### src/hw/rtl/aqie_pkg.sv
`timescale 1ns / 1ps

package aqie_pkg;

    typedef enum logic [1:0] {
        ST_IDLE,
        ST_DIV,
        ST_CALC,
        ST_OUT
    } aqie_state_t;

    // humidity comfort band, in 1/1024 %RH
    localparam int HUM_LOW  = 38912;
    localparam int HUM_HIGH = 43008;

    // 6553600 / 38912 = 3200 / 19, 6553600 / 59392 = 3200 / 29
    localparam int HUM_SCALE    = 3200;
    localparam int HUM_DIV_LOW  = 19;
    localparam int HUM_DIV_HIGH = 29;

    localparam int Q16_ONE      = 65536;
    localparam int SCORE_FULL   = 6553600;
    localparam int GAS_WEIGHT   = 300;        // 3 * 100, integer gas score weight on the Q16 ratio
    localparam int IAQ_TOP      = 131072000;  // 500 * 2^18
    localparam int IAQ_GAIN     = 5;

    localparam int CO2_BASE     = 400;
    localparam int CO2_SPAN     = 4600;
    localparam int VOC_SPAN     = 6400;

    localparam int ACC_LVL1     = 5;
    localparam int ACC_LVL2     = 15;
    localparam int ACC_LVL3     = 30;

    localparam int BASELINE_RESET = 100000;

    localparam int RATIO_STEPS  = 16;
    localparam int HUM_STEPS    = 29;
    localparam int STEP_W       = $clog2(HUM_STEPS);

endpackage

### src/hw/rtl/air_quality_index_estimator.sv
`timescale 1ns / 1ps

// channel   | dir | handshake           | payload
// ----------+-----+---------------------+------------------------------------------
// s_        | in  | s_tvalid / s_tready | s_tdata: gas_ohms, humidity_level
// m_        | out | m_tvalid / m_tready | m_tdata: iaq_score, accuracy_level,
//           |     |                     |          co2_ppm, voc_ppm_q8
// cfg_      | in  | cfg_wr_en           | cfg_wr_data: baseline_resistance
//
// Each accepted request runs the bit-serial division (the 29-bit humidity
// divider sets its length; the 16-bit ratio divider runs alongside), then the
// combine state and the load in ST_OUT, which waits until m_tdata is free.
// s_tready is high only in idle; a new request is taken while the previous
// result still waits on m_tready. Reset clears control state and loads the
// baseline register with 100000; no clearing pass is needed.

module air_quality_index_estimator
    import aqie_pkg::*;
#(
    parameter int BUFFER_DEPTH = 64
) (
    input  logic        aclk,
    input  logic        aresetn,

    input  logic        s_tvalid,
    output logic        s_tready,
    input  logic [47:0] s_tdata,     // [23:0] gas_ohms, [40:24] humidity_level

    output logic        m_tvalid,
    input  logic        m_tready,
    output logic [39:0] m_tdata,     // [8:0] iaq_score, [10:9] accuracy_level,
                                     // [23:11] co2_ppm, [36:24] voc_ppm_q8

    input  logic        cfg_wr_en,
    input  logic [23:0] cfg_wr_data
);

    localparam int CNT_W = $clog2(BUFFER_DEPTH + 1);

    aqie_state_t state_reg, state_next;

    logic [23:0]       baseline_reg;
    logic [CNT_W-1:0]  count_reg;
    logic [STEP_W-1:0] step_reg;

    // ratio divider
    logic [23:0] base_reg;
    logic [23:0] rrem_reg;
    logic [15:0] rq_reg;
    logic        rsat_reg;

    // humidity divider
    logic [28:0] hnum_reg;
    logic [4:0]  hdiv_reg;
    logic [4:0]  hrem_reg;
    logic [28:0] hq_reg;
    logic        hmid_reg;
    logic        hhigh_reg;

    logic [1:0]  acc_reg;
    logic [24:0] w_reg;
    logic [12:0] co2_reg;
    logic [12:0] voc_reg;

    logic        m_tvalid_reg;
    logic [39:0] m_tdata_reg;

    logic [23:0] in_gas;
    logic [16:0] in_hum;
    logic        in_fire;
    logic        out_free;

    assign in_gas   = s_tdata[23:0];
    assign in_hum   = s_tdata[40:24];
    assign s_tready = (state_reg == ST_IDLE);
    assign in_fire  = s_tvalid && s_tready;
    assign out_free = !m_tvalid_reg || m_tready;
    assign m_tvalid = m_tvalid_reg;
    assign m_tdata  = m_tdata_reg;

    // ---------------- control ----------------
    always_ff @(posedge aclk) begin
        if (!aresetn) begin
            state_reg <= ST_IDLE;
        end else begin
            state_reg <= state_next;
        end
    end

    always_comb begin
        state_next = state_reg;
        case (state_reg)
            ST_IDLE: begin
                if (s_tvalid) state_next = ST_DIV;
            end
            ST_DIV: begin
                if (step_reg == STEP_W'(HUM_STEPS - 1)) state_next = ST_CALC;
            end
            ST_CALC: state_next = ST_OUT;
            ST_OUT: begin
                if (out_free) state_next = ST_IDLE;
            end
            default: state_next = ST_IDLE;
        endcase
    end

    // ---------------- request capture ----------------
    logic        hum_low;
    logic        hum_high;
    logic [16:0] hum_off;
    logic [1:0]  acc_now;

    always_comb begin
        hum_low  = 32'(in_hum) < HUM_LOW;
        hum_high = 32'(in_hum) > HUM_HIGH;
        hum_off  = hum_low ? in_hum : in_hum - 17'(HUM_HIGH);
        if (32'(count_reg) >= ACC_LVL3)      acc_now = 2'd3;
        else if (32'(count_reg) >= ACC_LVL2) acc_now = 2'd2;
        else if (32'(count_reg) >= ACC_LVL1) acc_now = 2'd1;
        else                                 acc_now = 2'd0;
    end

    always_ff @(posedge aclk) begin
        if (!aresetn) begin
            baseline_reg <= 24'(BASELINE_RESET);
            count_reg    <= '0;
        end else begin
            if (cfg_wr_en) baseline_reg <= cfg_wr_data;
            if (in_fire && count_reg < CNT_W'(BUFFER_DEPTH)) count_reg <= count_reg + 1'b1;
        end
    end

    // ---------------- serial dividers ----------------
    logic [24:0] rrem_sh;
    logic        rq_bit;
    logic [5:0]  hrem_sh;
    logic        hq_bit;

    always_comb begin
        rrem_sh = {rrem_reg, 1'b0};
        rq_bit  = rrem_sh >= {1'b0, base_reg};
        hrem_sh = {hrem_reg, hnum_reg[28]};
        hq_bit  = hrem_sh >= {1'b0, hdiv_reg};
    end

    always_ff @(posedge aclk) begin
        if (in_fire) begin
            base_reg  <= baseline_reg;
            rsat_reg  <= in_gas >= baseline_reg;
            rrem_reg  <= in_gas;
            rq_reg    <= '0;
            hnum_reg  <= 29'(hum_off) * 29'(HUM_SCALE);
            hdiv_reg  <= hum_low ? 5'(HUM_DIV_LOW) : 5'(HUM_DIV_HIGH);
            hrem_reg  <= '0;
            hq_reg    <= '0;
            hmid_reg  <= !hum_low && !hum_high;
            hhigh_reg <= hum_high;
            acc_reg   <= acc_now;
            step_reg  <= '0;
        end else if (state_reg == ST_DIV) begin
            step_reg <= step_reg + 1'b1;
            if (step_reg < STEP_W'(RATIO_STEPS)) begin
                rrem_reg <= rq_bit ? 24'(rrem_sh - {1'b0, base_reg}) : rrem_sh[23:0];
                rq_reg   <= {rq_reg[14:0], rq_bit};
            end
            hnum_reg <= {hnum_reg[27:0], 1'b0};
            hrem_reg <= hq_bit ? 5'(hrem_sh - {1'b0, hdiv_reg}) : hrem_sh[4:0];
            hq_reg   <= {hq_reg[27:0], hq_bit};
        end
    end

    // ---------------- combine ----------------
    logic [16:0]        ratio;
    logic [16:0]        inv;
    logic signed [26:0] hs_s;
    logic signed [26:0] gs_s;
    logic signed [26:0] w_s;
    logic [29:0]        co2_prod;
    logic [29:0]        voc_prod;

    always_comb begin
        ratio = rsat_reg ? 17'(Q16_ONE) : {1'b0, rq_reg};
        inv   = 17'(Q16_ONE) - ratio;
        if (hmid_reg)       hs_s = 27'(SCORE_FULL);
        else if (hhigh_reg) hs_s = 27'(SCORE_FULL) - $signed({3'b000, hq_reg[23:0]});
        else                hs_s = $signed({3'b000, hq_reg[23:0]});
        gs_s     = $signed({1'b0, 26'(26'(ratio) * 26'(GAS_WEIGHT))});
        w_s      = gs_s + hs_s;
        co2_prod = 30'(inv) * 30'(CO2_SPAN);
        voc_prod = 30'(inv) * 30'(VOC_SPAN);
    end

    always_ff @(posedge aclk) begin
        if (state_reg == ST_CALC) begin
            w_reg   <= w_s[26] ? 25'd0 : w_s[24:0];
            co2_reg <= 13'(CO2_BASE) + co2_prod[28:16];
            voc_reg <= voc_prod[28:16];
        end
    end

    // ---------------- output register ----------------
    logic [26:0] t_val;
    logic        load;

    assign t_val = 27'(IAQ_TOP) - 27'(27'(w_reg) * 27'(IAQ_GAIN));
    assign load  = (state_reg == ST_OUT) && out_free;

    always_ff @(posedge aclk) begin
        if (!aresetn) begin
            m_tvalid_reg <= 1'b0;
        end else if (load) begin
            m_tvalid_reg <= 1'b1;
        end else if (m_tready) begin
            m_tvalid_reg <= 1'b0;
        end
    end

    always_ff @(posedge aclk) begin
        if (load) begin
            m_tdata_reg <= {3'b000, voc_reg, co2_reg, acc_reg, t_val[26:18]};
        end
    end

    // ---------------- assertions ----------------
    a_fire_starts_div: assert property (@(posedge aclk) disable iff (!aresetn)
        in_fire |=> (state_reg == ST_DIV) && (step_reg == '0))
        else $error("accepted request did not start division");

    a_iaq_range: assert property (@(posedge aclk) disable iff (!aresetn)
        m_tvalid_reg |-> (m_tdata_reg[8:0] <= 9'd500))
        else $error("iaq_score out of range");

    a_co2_range: assert property (@(posedge aclk) disable iff (!aresetn)
        m_tvalid_reg |-> (m_tdata_reg[23:11] >= 13'd400) && (m_tdata_reg[23:11] <= 13'd5000))
        else $error("co2_ppm out of range");

    a_step_bound: assert property (@(posedge aclk) disable iff (!aresetn)
        (state_reg == ST_DIV) |-> (step_reg <= STEP_W'(HUM_STEPS - 1)))
        else $error("division step counter overran");

    a_count_bound: assert property (@(posedge aclk) disable iff (!aresetn)
        count_reg <= CNT_W'(BUFFER_DEPTH))
        else $error("sample count passed buffer depth");

endmodule

### config.mk
export PLATFORM = sky130hd
export DESIGN_NAME = air_quality_index_estimator
export DESIGN_NICKNAME = d
export VERILOG_FILES = /design/src/hw/rtl/aqie_pkg.sv /design/src/hw/rtl/air_quality_index_estimator.sv
export SDC_FILE = /design/constraint.sdc
export NUM_CORES = 1
export LEC_CHECK = 0
export BUFFER_PORTS_ARGS = -buffer_cell sky130_fd_sc_hd__buf_2
export CORE_MARGIN = 1.5
export CORE_UTILIZATION = 30
export CTS_CLUSTER_SIZE = 12
export DETAILED_ROUTE_END_ITERATION = 8
export MAX_ROUTING_LAYER = met4
export PLACE_DENSITY = 0.45
export SETUP_SLACK_MARGIN = 0.02
export SLEW_MARGIN = 25
export SYNTH_ARGS = -nofsm -noshare
export SYNTH_HDL_FRONTEND = slang
export SYNTH_SLANG_ARGS = --single-unit
### constraint.sdc
create_clock -name aclk -period 7.5 [get_ports aclk]
set_input_delay 1.125 -clock aclk [delete_from_list [all_inputs] [get_ports aclk]]
set_output_delay 1.125 -clock aclk [all_outputs]
set_load 0.005 [all_outputs]
# After elaboration in Yosys (flattened, before gate mapping)
# Index checks and enable logic that the tools add are counted.
[totals] out_inout_bits=42 wordCells=89 input_bits=77 regBits=252
[classes] magnitude_cmp=10 addsub=10 muxes=20 multipliers=5 n_reduce_logical=16 eq_ne=7
[ops] op="24-bit two-way mux" n=4
[ops] op="29-bit two-way mux" n=2
[ops] op="27-bit two-way mux" n=2
[ops] op="17-bit two-way mux" n=2
[ops] op="27-bit adder" n=1
[ops] op="25-bit by 3-bit multiplier with 27-bit output, second input constant" n=1
[ops] op="27-bit subtractor, first input constant" n=1
[ops] op="17-bit by 10-bit multiplier with 26-bit output, second input constant" n=1
[ops] op="25-bit by 24-bit >= comparator with 1-bit output" n=1
[ops] op="23-bit by 24-bit subtractor with 25-bit output, first input constant" n=1
[ops] op="24-bit >= comparator" n=1
[ops] op="17-bit by 7-bit multiplier with 24-bit output, second input constant" n=1
[ops] op="24-bit subtractor" n=1
[ops] op="17-bit by 5-bit multiplier with 22-bit output, second input constant" n=1
[ops] op="17-bit by 5-bit multiplier with 21-bit output, second input constant" n=1
[ops] op="17-bit by 16-bit greater-than comparator with 1-bit output, second input constant" n=1
[ops] op="17-bit by 16-bit less-than comparator with 1-bit output, second input constant" n=1
[ops] op="17-bit by 16-bit subtractor with 17-bit output, second input constant" n=1
[ops] op="17-bit subtractor, first input constant" n=1
[ops] op="9-bit by 13-bit adder with 13-bit output, first input constant" n=1
[ops] op="2-bit one-hot mux with 4 select lines" n=1
[ops] op="7-bit by 1-bit adder with 7-bit output, second input constant" n=1
[ops] op="7-bit by 3-bit >= comparator with 1-bit output, second input constant" n=1
[ops] op="7-bit by 4-bit >= comparator with 1-bit output, second input constant" n=1
[ops] op="other kinds (22)" n=38

# Longest topological paths before layout
[logic_depth] word_depth=5 mapped_depth=32 ltp_nobuf=32

# Least setup slack after synthesis
# OpenSTA, ideal clock, no wires.
[synth_timing] path_type="register -> register" startpoint="register rsat_reg" endpoint="register co2_reg[12], data pin" path_stages_with_launch=32 arrival_time_ps=7669 setup_ps=265 required_time_ps=7235 synth_period_minus_slack_ps=7934 path_buffers=1 slack_ps=-434 path_cell_list="edfxtp_1 clkbuf_1 nor2b_1 or3_1 or2_2 nor3_1 xor2_1 inv_1 ha_1 inv_1 fa_1 inv_1 fa_1 fa_1 inv_1 fa_1 inv_1 ha_1 nand4_1 a21oi_1 a211oi_1 nand3_1 o31ai_1 o21ai_0 a21oi_1 ha_1 inv_1 o31a_1 a21oi_1 a21oi_1 a311oi_1 xnor2_1"
[synth_between] elab_chain_cells=4
[synth_lines] item="start: declaration" line_no="air_quality_index_estimator.sv:50" rtl="logic rsat_reg;"
[synth_lines] item="start signal: assignment" line_no="air_quality_index_estimator.sv:149" rtl="rsat_reg <= in_gas >= baseline_reg;"
[synth_lines] item="17-bit two-way mux" line_no="air_quality_index_estimator.sv:182" rtl="ratio = rsat_reg ? 17'(Q16_ONE) : {1'b0, rq_reg};"
[synth_lines] item="17-bit subtractor" line_no="air_quality_index_estimator.sv:183" rtl="inv = 17'(Q16_ONE) - ratio;"
[synth_lines] item="17-bit by 10-bit multiplier with 26-bit output" line_no="air_quality_index_estimator.sv:189" rtl="co2_prod = 30'(inv) * 30'(CO2_SPAN);"
[synth_lines] item="9-bit by 13-bit adder with 13-bit output" line_no="air_quality_index_estimator.sv:196" rtl="co2_reg <= 13'(CO2_BASE) + co2_prod[28:16];"
[synth_lines] item="end signal: assignment" line_no="air_quality_index_estimator.sv:196"
[synth_lines] item="end: declaration" line_no="air_quality_index_estimator.sv:62" rtl="logic [12:0] co2_reg;"
# Every way passes these cells.
# A chain may end at the register's enable or synchronous reset.

# Final worst setup path
# Ends and elaborated chain as after synthesis.

==> impl_metrics.json <==
{
  "antenna_found_initial": 5,
  "cts_inserted_buffers": 35,
  "clkSinkCount": 249,
  "ys_types": 72,
  "max-cap-violations": 0,
  "setup_viol": 0,
  "status": "finished, final reports clean",
  "drc": 0,
  "grt_pass1_vias": 17283,
  "first_pass_iters": 5,
  "ant_nets": 0,
  "hp-class": "flop to flop",
  "synthTopCellsByCount": "440 x inv_1, 386 x ha_1, 206 x nor2_1",
  "rows": 101,
  "worstHoldEndpoint": "m_tdata[18]",
  "final_nets": 3238,
  "gp_congestion": 0.884,
  "largest_register_ff_count": 37,
  "crit_path_start_kind": "flop",
  "slew_violations": 0,
  "final-hold-violation-count": 0,
  "overflow": 0,
  "cts_tree": "yes",
  "crit_slowest_cell": "fa_1",
  "async_flop_share_pct": 0,
  "wl_per_cell_um": 13.8,
  "area_growth_pct": 17.8,
  "required_ns": 7.80,
  "rrSetupSlack_ns": 0.28,
  "synth_warnings": 0,
  "grt_max_degree": 62,
  "arrival_ns": 7.52,
  "rr_startpoint": "rsat_reg",
  "grt_util_all_layers_pct": 13.8,
  "clkTransAtPathRegs_ns": 0.06,
  "cp-end-kind": "flop",
  "path_class": "flop to flop",
  "reg2regPathDepth": 33,
  "syn_avg_cell_area_um2": 9.35,
  "dp_hpwl_mm": 41.0,
  "num_vias": 16837,
  "fp.dieW_um": 280,
  "maxSlewHeadroom_pct": 39.4,
  "dieArea_um2": 78600,
  "post-synth-top-count-cell": "inv_1",
  "max_stage_delay_ns": 0.53,
  "min_period_ns": 7.22,
  "drt_iter0_drc": 552,
  "synth_edf_count": 165,
  "start_util_pct": 30.3,
  "synth_top_area_share_pct": 21.5,
  "fin_crit_sh_pct": 96.3,
  "drt-vias-per-instance": 4.52,
  "ys_seq_area_share_pct": 28.8,
  "grt_setup_unrepaired": "yes",
  "fin_util_pct": 35.7,
  "worstMarginPinSlew_ns": 0.903,
  "grt_pass1_wl_mm": 85.6,
  "ios": 119,
  "die_h_um": 280,
  "finalClockSkew_ns": 0.0211,
  "synth-seq-cells": 249,
  "synth_largest_area_cell": "edfxtp_1",
  "synth_area_leaders": "edfxtp_1 21%, ha_1 21%, fa_1 9.6%, dfxtp_1 7.3%, inv_1 7.2%",
  "synthCells": 2469,
  "syn_area_um2": 23100,
  "clock.fmax_mhz": 139,
  "synthFlopType": "edfxtp_1",
  "r2r-end": "co2_reg[12]",
  "stdcell_area_um2": 27200,
  "wl_mm": 51.5,
  "clk_latency_ns": 0.56,
  "core_area_um2": 76100,
  "critPathMaxFanout": 7,
  "min_from": "co2_reg[7]",
  "hold-path-cell-count": 0,
  "place_area_um2": 25500,
  "clockRootBuffer": "clkbuf_16",
  "drive_gt1_share_pct": 13.5,
  "cts.htree.levels": 2,
  "cts_buffer_depth": 3,
  "port_buffers": 108
}
==> cell families after synthesis <==
| logic type | Yosys count | synth area share [%] |
|---|---|---|
| simple gates | 587 | 12.1 |
| mux | 71 | 3.10 |
| other cells | 2 | 0.0325 |
| flops | 249 | 28.8 |
| buf+inv | 490 | 8.09 |
| fa+ha+maj | 497 | 30.6 |
| compound gates | 416 | 11.4 |
| xor+xnor | 157 | 6.04 |
==> metal layers <==
| metal | routed length, um | part of all wire, % | GRT usage, % | up-vias |
|---|---|---|---|---|
| met5 | 0 | 0 | - | - |
| met4 | 1060 | 2.1 | 3.51 | 0 |
| met3 | 1610 | 3.1 | 2.00 | 63 |
| met2 | 23900 | 46 | 22.8 | 185 |
| met1 | 24900 | 48 | 17.6 | 7872 |
| li1 | - | - | - | 8717 |
==> critical path: cells and delay by family (launching register included) <==
family	cells	cell delay (ns)
fa+ha+maj	8	2.89
simple gates	5	1.07
compound gates	9	1.68
xor+xnor	3	0.41
flops	1	0.38
buf+inv	8	0.53
==> cell usage in the layout (no fill, tap or decap), types with 7 or more instances in the layout <==
master	count
a211oi_1	16
a21boi_0	13
a21o_1	39
a21oi_1	133
a31oi_1	8
and2_1	7
and3_1	11
buf_2	108
buf_4	89
clkbuf_1	7
clkbuf_16	38
dfxtp_1	84
edfxtp_1	165
fa_1	111
ha_1	377
inv_1	434
inv_2	7
mux2i_1	68
nand2_1	132
nand2b_1	22
nand3_1	32
nand4_1	19
nor2_1	203
nor2b_1	53
nor3_1	29
o211ai_1	17
o21a_1	18
o21ai_0	83
o21bai_1	16
o31ai_1	13
or2_2	15
or3_1	12
xnor2_1	83
xor2_1	63
==> repair_timing <==
item / in CTS / in global routing
hold buffers: 0 / 0
setup buffers: 0 / 8
setup endpoints to repair: 2 / 8
pin swaps: 1 / 37
gates resized for setup: 7 / 67
==> metrics by stage <==
stage | std cells | hold WS (ns) | setup TNS, ns | worst slack [ns]
after CTS | 3712 | 0.419 | 0 | 0.0212
after detailed placement | 3648 | 0.405 | -0.0624 | -0.0624
after global routing | 3725 | 0.422 | -0.114 | -0.0735
after global placement | 3648 | 0.400 | -0.0344 | -0.0344
after floorplan | 2472 | 0.400 | 0 | 0.0324
final | 3726 | 0.417 | 0 | 0.281
==> worst max-delay path by stage <==
stage,depth (start not counted),slack [ns],startpoint,endpoint
after floorplan,31,0.03,rsat_reg,co2_reg[12]
after global placement,32,-0.03,rsat_reg,co2_reg[12]
after detailed placement,32,-0.06,rsat_reg,co2_reg[12]
after CTS,31,0.02,rsat_reg,co2_reg[12]
after global routing,31,-0.07,rsat_reg,co2_reg[12]
final,33,0.28,rsat_reg,co2_reg[12]
==> area by class of cell <==
| cell class | count | area, um2 |
|---|---|---|
| fill | 7886 | 48900 |
| multi-input combinational | 1733 | 15100 |
| sequential | 249 | 6640 |
| inverter | 442 | 1660 |
| timing repair buffer | 203 | 1300 |
| tap | 1030 | 1290 |
| clock buffer | 51 | 1060 |
| clock inverter | 13 | 160 |
| antenna | 5 | 12.5 |
Power is not shown: default switching activity piles up to over one toggle a cycle in this logic, so the estimate is an artifact.
